==> src/rtl/mip_pkg.sv <==
package mip_pkg;

  // image size bound for the patch counter
  localparam int unsigned IMAGE_HALFWORDS = 16384;
  localparam int unsigned PATCH_LIMIT_INT =
    (IMAGE_HALFWORDS < 32767) ? IMAGE_HALFWORDS : 32767;
  localparam int unsigned CNT_W = 15;
  localparam logic [CNT_W-1:0] PATCH_LIMIT = CNT_W'(PATCH_LIMIT_INT);

  // leading halfword pattern of a wide move-immediate pair
  localparam logic [15:0] LEAD_MASK    = 16'hfbf0;
  localparam logic [15:0] LEAD_PATTERN = 16'hf240;

  // result queue sizing
  localparam int unsigned Q_DEPTH = 4;
  localparam int unsigned Q_PTR_W = $clog2(Q_DEPTH);
  localparam int unsigned Q_CNT_W = $clog2(Q_DEPTH + 1);

  // configuration register indexes
  typedef enum logic [0:0] {
    CFG_MATCH   = 1'b0,
    CFG_REPLACE = 1'b1
  } cfg_idx_e;

  typedef struct packed {
    logic [15:0] code_halfword;
    logic        image_end;
  } in_t;

  typedef struct packed {
    logic [15:0]      out_halfword;
    logic             out_last;
    logic [CNT_W-1:0] patch_total;
  } out_t;

  // up to two results pushed per accepted request
  typedef struct packed {
    logic push0;
    logic push1;
    out_t ent0;
    out_t ent1;
  } push_t;

endpackage

==> src/rtl/mip_front.sv <==
module mip_front (
  input  logic              clk_i,
  input  logic              rst_ni,
  input  logic              cfg_valid_i,
  input  mip_pkg::cfg_idx_e cfg_idx_i,
  input  logic [15:0]       cfg_data_i,
  input  logic              in_valid_i,
  input  mip_pkg::in_t      in_req_i,
  input  logic              accept_i,
  output mip_pkg::push_t    push_o
);

  logic [15:0]               match_q, replace_q;
  logic [15:0]               held_q;
  logic                      held_valid_q, held_lead_q;
  logic [mip_pkg::CNT_W-1:0] cnt_q, cnt_d;
  logic [15:0]               h;
  logic                      cur_lead, pair, hit;
  logic [15:0]               imm, held_out, cur_out;
  logic                      take;

  assign take = in_valid_i & accept_i;
  assign h    = in_req_i.code_halfword;

  // classify the new halfword against the pending lead
  assign cur_lead = (h & mip_pkg::LEAD_MASK) == mip_pkg::LEAD_PATTERN;
  assign pair     = !cur_lead && held_valid_q && held_lead_q && !h[15];
  assign imm      = {held_q[3:0], held_q[10], h[14:12], h[7:0]};
  assign hit      = pair && (imm == match_q);

  // rewrite both halves with the replacement immediate
  assign held_out = hit ? {held_q[15:11], replace_q[11], held_q[9:4], replace_q[15:12]}
                        : held_q;
  assign cur_out  = hit ? {h[15], replace_q[10:8], h[11:8], replace_q[7:0]} : h;

  // saturating patch count
  always_comb begin
    cnt_d = cnt_q;
    if (hit && (cnt_q < mip_pkg::PATCH_LIMIT)) begin
      cnt_d = cnt_q + 1'b1;
    end
  end

  // results of this request
  always_comb begin
    push_o.push0             = take & (held_valid_q | in_req_i.image_end);
    push_o.push1             = take & held_valid_q & in_req_i.image_end;
    push_o.ent0.out_halfword = held_valid_q ? held_out : cur_out;
    push_o.ent0.out_last     = !held_valid_q;
    push_o.ent0.patch_total  = cnt_d;
    push_o.ent1.out_halfword = cur_out;
    push_o.ent1.out_last     = 1'b1;
    push_o.ent1.patch_total  = cnt_d;
  end

  // configuration registers
  always_ff @(posedge clk_i or negedge rst_ni) begin
    if (!rst_ni) begin
      match_q   <= '0;
      replace_q <= '0;
    end else if (cfg_valid_i) begin
      unique case (cfg_idx_i)
        mip_pkg::CFG_MATCH:   match_q   <= cfg_data_i;
        mip_pkg::CFG_REPLACE: replace_q <= cfg_data_i;
        default:              ;
      endcase
    end
  end

  // delay stage and per-image counter
  always_ff @(posedge clk_i or negedge rst_ni) begin
    if (!rst_ni) begin
      held_q       <= '0;
      held_valid_q <= 1'b0;
      held_lead_q  <= 1'b0;
      cnt_q        <= '0;
    end else if (take) begin
      if (in_req_i.image_end) begin
        held_q       <= '0;
        held_valid_q <= 1'b0;
        held_lead_q  <= 1'b0;
        cnt_q        <= '0;
      end else begin
        held_q       <= cur_out;
        held_valid_q <= 1'b1;
        held_lead_q  <= cur_lead;
        cnt_q        <= cnt_d;
      end
    end
  end

  // end of image leaves the delay stage empty and the count cleared
  assert property (@(posedge clk_i) disable iff (!rst_ni)
    take && in_req_i.image_end |=> !held_valid_q && (cnt_q == '0))
    else $error("image end did not clear front state");

  // a pending lead is always a held halfword
  assert property (@(posedge clk_i) disable iff (!rst_ni)
    held_lead_q |-> held_valid_q && (cnt_q <= mip_pkg::PATCH_LIMIT))
    else $error("front state inconsistent");

endmodule

==> src/rtl/mip_queue.sv <==
module mip_queue (
  input  logic           clk_i,
  input  logic           rst_ni,
  input  mip_pkg::push_t push_i,
  output logic           full_o,
  output logic           out_valid_o,
  input  logic           out_stall_i,
  output mip_pkg::out_t  out_req_o
);

  mip_pkg::out_t                  mem_q [mip_pkg::Q_DEPTH];
  logic [mip_pkg::Q_PTR_W-1:0]    wr_q, rd_q, wr_p1;
  logic [mip_pkg::Q_CNT_W-1:0]    cnt_q, n_push;
  logic                           pop;

  assign out_valid_o = cnt_q != '0;
  assign out_req_o   = mem_q[rd_q];
  assign pop         = out_valid_o & !out_stall_i;
  // room for two results is needed before taking a request
  assign full_o      = cnt_q > mip_pkg::Q_CNT_W'(mip_pkg::Q_DEPTH - 2);
  assign wr_p1       = wr_q + 1'b1;
  assign n_push      = mip_pkg::Q_CNT_W'(push_i.push0) + mip_pkg::Q_CNT_W'(push_i.push1);

  // result storage
  always_ff @(posedge clk_i) begin
    if (push_i.push0) begin
      mem_q[wr_q] <= push_i.ent0;
    end
    if (push_i.push1) begin
      mem_q[wr_p1] <= push_i.ent1;
    end
  end

  // pointers and fill count
  always_ff @(posedge clk_i or negedge rst_ni) begin
    if (!rst_ni) begin
      wr_q  <= '0;
      rd_q  <= '0;
      cnt_q <= '0;
    end else begin
      wr_q  <= wr_q + mip_pkg::Q_PTR_W'(n_push);
      rd_q  <= rd_q + mip_pkg::Q_PTR_W'(pop);
      cnt_q <= cnt_q + n_push - mip_pkg::Q_CNT_W'(pop);
    end
  end

  // never overfilled
  assert property (@(posedge clk_i) disable iff (!rst_ni)
    cnt_q <= mip_pkg::Q_CNT_W'(mip_pkg::Q_DEPTH))
    else $error("result queue overflow");

  // no push while the queue reports no room
  assert property (@(posedge clk_i) disable iff (!rst_ni)
    full_o |-> !push_i.push0 && !push_i.push1)
    else $error("push into full result queue");

endmodule

==> src/rtl/movw_immediate_patcher.sv <==
// Streams a code image one 16-bit halfword per request and rewrites the
// immediate of wide move-immediate pairs whose value equals match_value.
// Output runs one halfword behind input; the last halfword of an image is
// delivered together with the held one, so an image-end request that finds a
// held halfword yields two results. A request is taken every cycle while the
// four-entry result queue has two free slots; results leave at one per cycle
// while out_stall_i is low, so a steady stream runs at one halfword per cycle
// and in_stall_o rises only when the output side stalls. Configuration writes
// are always ready and take effect on the next request.
module movw_immediate_patcher (
  input  logic              clk_i,
  input  logic              rst_ni,
  input  logic              cfg_valid_i,
  output logic              cfg_ready_o,
  input  mip_pkg::cfg_idx_e cfg_idx_i,
  input  logic [15:0]       cfg_data_i,
  input  logic              in_valid_i,
  output logic              in_stall_o,
  input  mip_pkg::in_t      in_req_i,
  output logic              out_valid_o,
  input  logic              out_stall_i,
  output mip_pkg::out_t     out_req_o
);

  mip_pkg::push_t push;
  logic           full;

  assign cfg_ready_o = 1'b1;
  assign in_stall_o  = full;

  // front: classify and patch
  mip_front u_front (
    .clk_i       (clk_i),
    .rst_ni      (rst_ni),
    .cfg_valid_i (cfg_valid_i),
    .cfg_idx_i   (cfg_idx_i),
    .cfg_data_i  (cfg_data_i),
    .in_valid_i  (in_valid_i),
    .in_req_i    (in_req_i),
    .accept_i    (!full),
    .push_o      (push)
  );

  // back: result queue and output handshake
  mip_queue u_queue (
    .clk_i       (clk_i),
    .rst_ni      (rst_ni),
    .push_i      (push),
    .full_o      (full),
    .out_valid_o (out_valid_o),
    .out_stall_i (out_stall_i),
    .out_req_o   (out_req_o)
  );

endmodule

==> config.mk <==
export PLATFORM = sky130hd
export DESIGN_NAME = movw_immediate_patcher
export DESIGN_NICKNAME = d
export VERILOG_FILES = /design/src/rtl/mip_pkg.sv /design/src/rtl/mip_front.sv /design/src/rtl/mip_queue.sv /design/src/rtl/movw_immediate_patcher.sv
export SDC_FILE = /design/constraint.sdc
export NUM_CORES = 1
export LEC_CHECK = 0
export BUFFER_PORTS_ARGS = -buffer_cell sky130_fd_sc_hd__buf_2
export CAP_MARGIN = 0
export CORE_ASPECT_RATIO = 1.25
export CORE_MARGIN = 2
export CORE_UTILIZATION = 30
export CTS_BUF_LIST = sky130_fd_sc_hd__clkbuf_2 sky130_fd_sc_hd__clkbuf_4 sky130_fd_sc_hd__clkbuf_8
export DETAILED_ROUTE_END_ITERATION = 16
export HOLD_SLACK_MARGIN = 0.03
export SYNTH_ARGS = -nofsm -noshare
export SYNTH_HDL_FRONTEND = slang
export SYNTH_SLANG_ARGS = --single-unit
==> constraint.sdc <==
create_clock -name clk_i -period 5.3 [get_ports clk_i]
set_input_delay 0.265 -clock clk_i [delete_from_list [all_inputs] [get_ports clk_i]]
set_output_delay 0.265 -clock clk_i [all_outputs]
set_load 0.005 [all_outputs]
---- Word level (Yosys, flattened, before mapping) ----
Memories as Yosys holds them, arrays and structs flattened.
Cells that the tools add are included.
operators by class
  add/subtract/negate cells ............... 7
  $lt $le $gt $ge ......................... 2
  equality and inequality tests ........... 2
  mux-type cells .......................... 12
  bitwise gates (word level) .............. 7
  reductions and logical operators ........ 13
operator list
  operator                                                       count
  two-way mux 15 bit                                             3
  two-way mux 16 bit                                             2
  == test 16 bit                                                 1
  adder 15 x 1 -> 15 bit, second input constant                  1
  < comparator 15 bit, second input constant                     1
  == test 11 bit, second input constant                          1
  two-way mux 11 bit                                             1
  two-way mux 1 bit                                              6
  AND 1 bit                                                      5
  logical AND 1 bit                                              5
  zero test 1 bit                                                5
  AND reduction 2 bit                                            2
  adder 3 bit                                                    1
  greater-than comparator 3 x 2 -> 1 bit, second input constant  1
  nonzero test 3 bit                                             1
  subtractor 3 x 1 -> 3 bit                                      1
  adder 1 x 1 -> 2 bit                                           1
  adder 2 x 1 -> 2 bit                                           1
  adder 2 x 1 -> 2 bit, second input constant                    1
  adder 2 bit                                                    1
  inverter 1 bit                                                 1
  bitwise OR 1 bit                                               1
word-level totals
  bits in registers ....................... 72
  RAM bits ................................ 128
  bits of input ports ..................... 39
  output and inout bits ................... 35
  memories ................................ 1
memories
  name           words  width  rd ports  clocked after Yosys merged registers in  write ports  line             RTL
  u_queue.mem_q  4      32     1         0                                        2            mip_queue.sv:11  mip_pkg::out_t mem_q [mip_pkg::Q_DEPTH];

---- Depth between registers and ports, before layout ----
  word-level depth ........................ 9
  mapped depth ............................ 11
  gate-level depth less buffers ........... 10

---- Hierarchy ----
From an unflattened synthesis, not the netlist that was laid out.
unflattened totals
  cell total of the unflattened synthesis .. 765
  area total of the unflattened synthesis .. 10,754.1 sq um
by module, submodules not included
  module                  times used  cells an instance  area each (sq um)
  mip_queue               1           349                6,567.5
  mip_front               1           413                4,171.5
  movw_immediate_patcher  1           3                  15.0

---- Least setup slack after synthesis ----
OpenSTA, ideal clock, no wires.
  kind .................................... flip-flop to flip-flop
  from .................................... reg u_queue.cnt_q[0] (netlist bit)
  to ...................................... mem u_queue.mem_q[0][0] (netlist bit), enable pin
  library setup time ...................... 386 ps
  arrival ................................. 2,346 ps
  data required time ...................... 4,914 ps
  setup slack ............................. 2,568 ps
  cell stages (with the launch flop) ...... 8
  buffers on the path ..................... 2
  clock period less this slack ............ 2,732 ps
  cell sequence ........................... dfrtp_1 > and2_1 > or2_0 > buf_2 > nor4_4 > nor2_1 > clkbuf_1 > inv_1
RTL lines
  item                    line             RTL
  from (decl)             mip_queue.sv:13  logic [mip_pkg::Q_CNT_W-1:0] cnt_q, n_push;
  from (signal assigned)  mip_queue.sv:43  cnt_q <= cnt_q + n_push - mip_pkg::Q_CNT_W'(pop);
  to (decl)               mip_queue.sv:11

==> results_dict.tcl <==
set metrics [dict create \
    syn-num-nets 834 \
    first_global_vias 6709 \
    maxCapViolCount 0 \
    timing.final.setup_violations 0 \
    syn_to_final_growth_pct 13.3 \
    clock.fmax_mhz 303 \
    cp.required_ns 5.52 \
    vdd.ir_drop.worst_mv 0.231 \
    postCtsSetupRepairBufs 0 \
    placement.setup.worst_slack_ns 1.98 \
    antenna_violating_nets_post_route 0 \
    run_status "finished, final reports clean" \
    hp-class "in -> reg" \
    cts_hold_buf 15 \
    layout-drive-gt1-share_pct 24.9 \
    numPortBuffers 72 \
    die-area_um2 34600 \
    layout_min_cycle_time_ns 3.30 \
    cts_buffers 17 \
    critical_path_peak_fanout 12 \
    gpl.final_weighted_congestion 0.826 \
    syn_area_per_cell_um2 12.6 \
    synth_commonest_cells "edfxtp_1, nor2_1, nand2_1, dfrtp_1, mux2_2" \
    synth_largest_type_area_fraction_pct 37.5 \
    synth.yosys.seq_area_share_pct 56.5 \
    post-layout-total-power_mw 5.01 \
    drt_pre_antenna_iters 5 \
    effective_utilization_at_floorplan_pct 30.4 \
    relSlewSlack_pct 25.6 \
    cell_type_with_the_largest_total_area_after_synthesis "edfxtp_1" \
    hold_slack_ns 0.0573 \
    power-per-cell-area_nw_per_um2 445 \
    synth_flop_cell "edfxtp_1" \
    power.static_leakage_nw 4.16 \
    finalHoldViolations 0 \
    post-route-drc-count 0 \
    yosysUniqueCellTypes 56 \
    worst_slack_setup_final_ns 2.00 \
    overflow 0 \
    grt_util_all_layers_pct 14.7 \
    netlist_area_um2 9930 \
    antenna_found_initial 1 \
    tritoncts "yes" \
    insertion_delay_ns 0.48 \
    dr.first_iter.drc_count 579 \
    finalWirelength_um 25100 \
    placed_cells_incl_taps 1243 \
    number_of_flops_mapped_to_enable_cells_by_yosys 124 \
    finish.utilization_pct 34.4 \
    cts.clk_slew.worst_paths_ns 0.10 \
    synth_most_common_cell "edfxtp_1" \
    crit_path_dat_ns 3.52 \
    grt_setup_unrepaired "no" \
    synth.ff_latch_count 200 \
    die_w_um 167 \
    slew_violations 0 \
    core.rowCount 74 \
    grt_first_pass_wirelength_um 39200 \
    core_area_um2 32700 \
    max_slew.worst_pin.slew_ns 1.11 \
    finalClockSkew_ns 0.0135 \
    dp_hpwl_um 18100 \
    area_of_the_multi_input_gates_um2 4050 \
    final.fill_count 3184 \
    cts.path.max_buffers 2 \
    post_drt_via_cell_ratio 5.20 \
    postCtsResizedCells 0 \
    final.setup.tns_ns 0 \
    post_dp_cell_area_um2 10700 \
    instance_count_of_the_mapped_netlist 787 \
    layout.cells.non_filler 1289 \
    htreeDepth 4 \
    cp-start-kind "flip-flop" \
    ff_latch_area_um2 5610 \
    synth-warning-count 0 \
    synthTopCellsByArea "edfxtp_1, dfrtp_1, mux4_2" \
    finalNetCount 906 \
    vias 6703 \
    timing.setup.critical_path_class "reg -> reg" \
    grt_max_degree 73 \
    wl_cell_um 19.5 \
    io_pins 74 \
    worstSetupEndpointType "flip-flop" \
    die_boundary_height_um 207 \
    clock_tree.root_cell "clkbuf_8" \
    cts_sinks 200 \
    fin_area_um2 11200 \
    async_set_or_reset_register_ratio_after_synthesis_pct 36.0 \
    min_period_over_period_pct 62.3 \
    antenna_cells_inserted 0 \
]
state kept, by name (all words and copies together) (netlist names):
register / flops
u_front.cnt_q: 15
u_front.held_lead_q: 1
u_front.held_q: 16
u_front.held_valid_q: 1
u_front.match_q: 16
u_front.replace_q: 16
u_queue.cnt_q: 3
u_queue.mem_q: 128
u_queue.rd_q: 2
u_queue.wr_q: 2
logic make-up (layout without fill, tap and decap cells):
| kind of cell | after synthesis | after routing | synth area share [%] |
|---|---|---|---|
| AND/OR/NAND/NOR | 250 | 250 | 13.3 |
| flip-flops | 200 | 200 | 56.5 |
| AO/OA/AOI/OAI | 121 | 121 | 7.76 |
| multiplexers | 108 | 108 | 15.5 |
| buffers and inverters | 64 | 148 | 2.82 |
| XOR/XNOR | 35 | 35 | 3.09 |
| adder cells (fa/ha/maj) | 8 | 8 | 1.08 |
| other | 1 | 1 | 0.0378 |
report_power, final:
group	switching, mW	total [mW]	internal (mW)
Clock	0.574	0.964	0.390
Combinational	1.01	1.77	0.753
Sequential	0.270	2.28	2.01
Total	1.86	5.01	3.15
critical path, cell delays in order (launching register included):
cell and delay (ns):
dfrtp_1 0.42, xor2_1 0.19, nor4_1 0.35, nand4b_1 0.91, nor3_2 0.69, mux2i_1 0.40
nor2_1 0.08
cell type report:
| cell class | count | share of cell area (%) |
|---|---|---|
| Clock buffer | 18 | 2.15 |
| Clock inverter | 13 | 1.21 |
| Inverter | 14 | 0.467 |
| Multi-Input combinational cell | 523 | 36.0 |
| Sequential cell | 200 | 49.9 |
| Tap cell | 418 | 4.65 |
| Timing Repair Buffer | 103 | 5.63 |
path summary, 6_finish.rpt:
kind	start	to	slack [ns]	depth (start not counted)
setup / recovery	u_front.held_q[10]	u_queue.mem_q[3][1]	2.00	6
hold / removal	cfg_data_i[6]	u_front.replace_q[6]	0.06	2
setup reg to reg	u_front.held_q[10]	u_queue.mem_q[3][1]	2.00	6
hold reg to reg	u_queue.mem_q[1][15]	u_queue.mem_q[1][15]	0.48	2
max in group asynchronous	rst_ni	u_queue.rd_q[0]	4.17	2
min in group asynchronous	rst_ni	u_front.held_q[13]	0.44	2
layer usage:
metal	track usage (%)	vias to the layer above	share of wire, %
met5	0	-	0
met3	2.84	36	4.8
li1	-	3069	-
met1	18.8	3359	43
met4	4.73	0	1.8
met2	25.1	239	50
placed cells by master (no fill, tap or decap), types with 8 or more instances in the layout:
| master | Yosys | final |
|---|---|---|
| a21oi_1 | 12 | 12 |
| a32o_1 | 12 | 12 |
| buf_2 | 8 | 71 |
| buf_4 | 4 | 17 |
| clkbuf_8 | 0 | 17 |
| dfrtp_1 | 72 | 71 |
| dlygate4sd3_1 | 0 | 15 |
| edfxtp_1 | 124 | 124 |
| inv_1 | 14 | 14 |
| mux2_2 | 43 | 43 |
| mux2i_1 | 33 | 33 |
| mux4_2 | 32 | 32 |
| nand2_1 | 77 | 77 |
| nand3_1 | 11 | 11 |
| nor2_1 | 93 | 93 |
| nor4_4 | 8 | 8 |
| o21ai_0 | 20 | 20 |
| o21ai_1 | 33 | 33 |
| o22ai_1 | 18 | 18 |
| xnor2_1 | 17 | 17 |
| xor2_1 | 18 | 18 |
(Power assumes the default switching activity.)
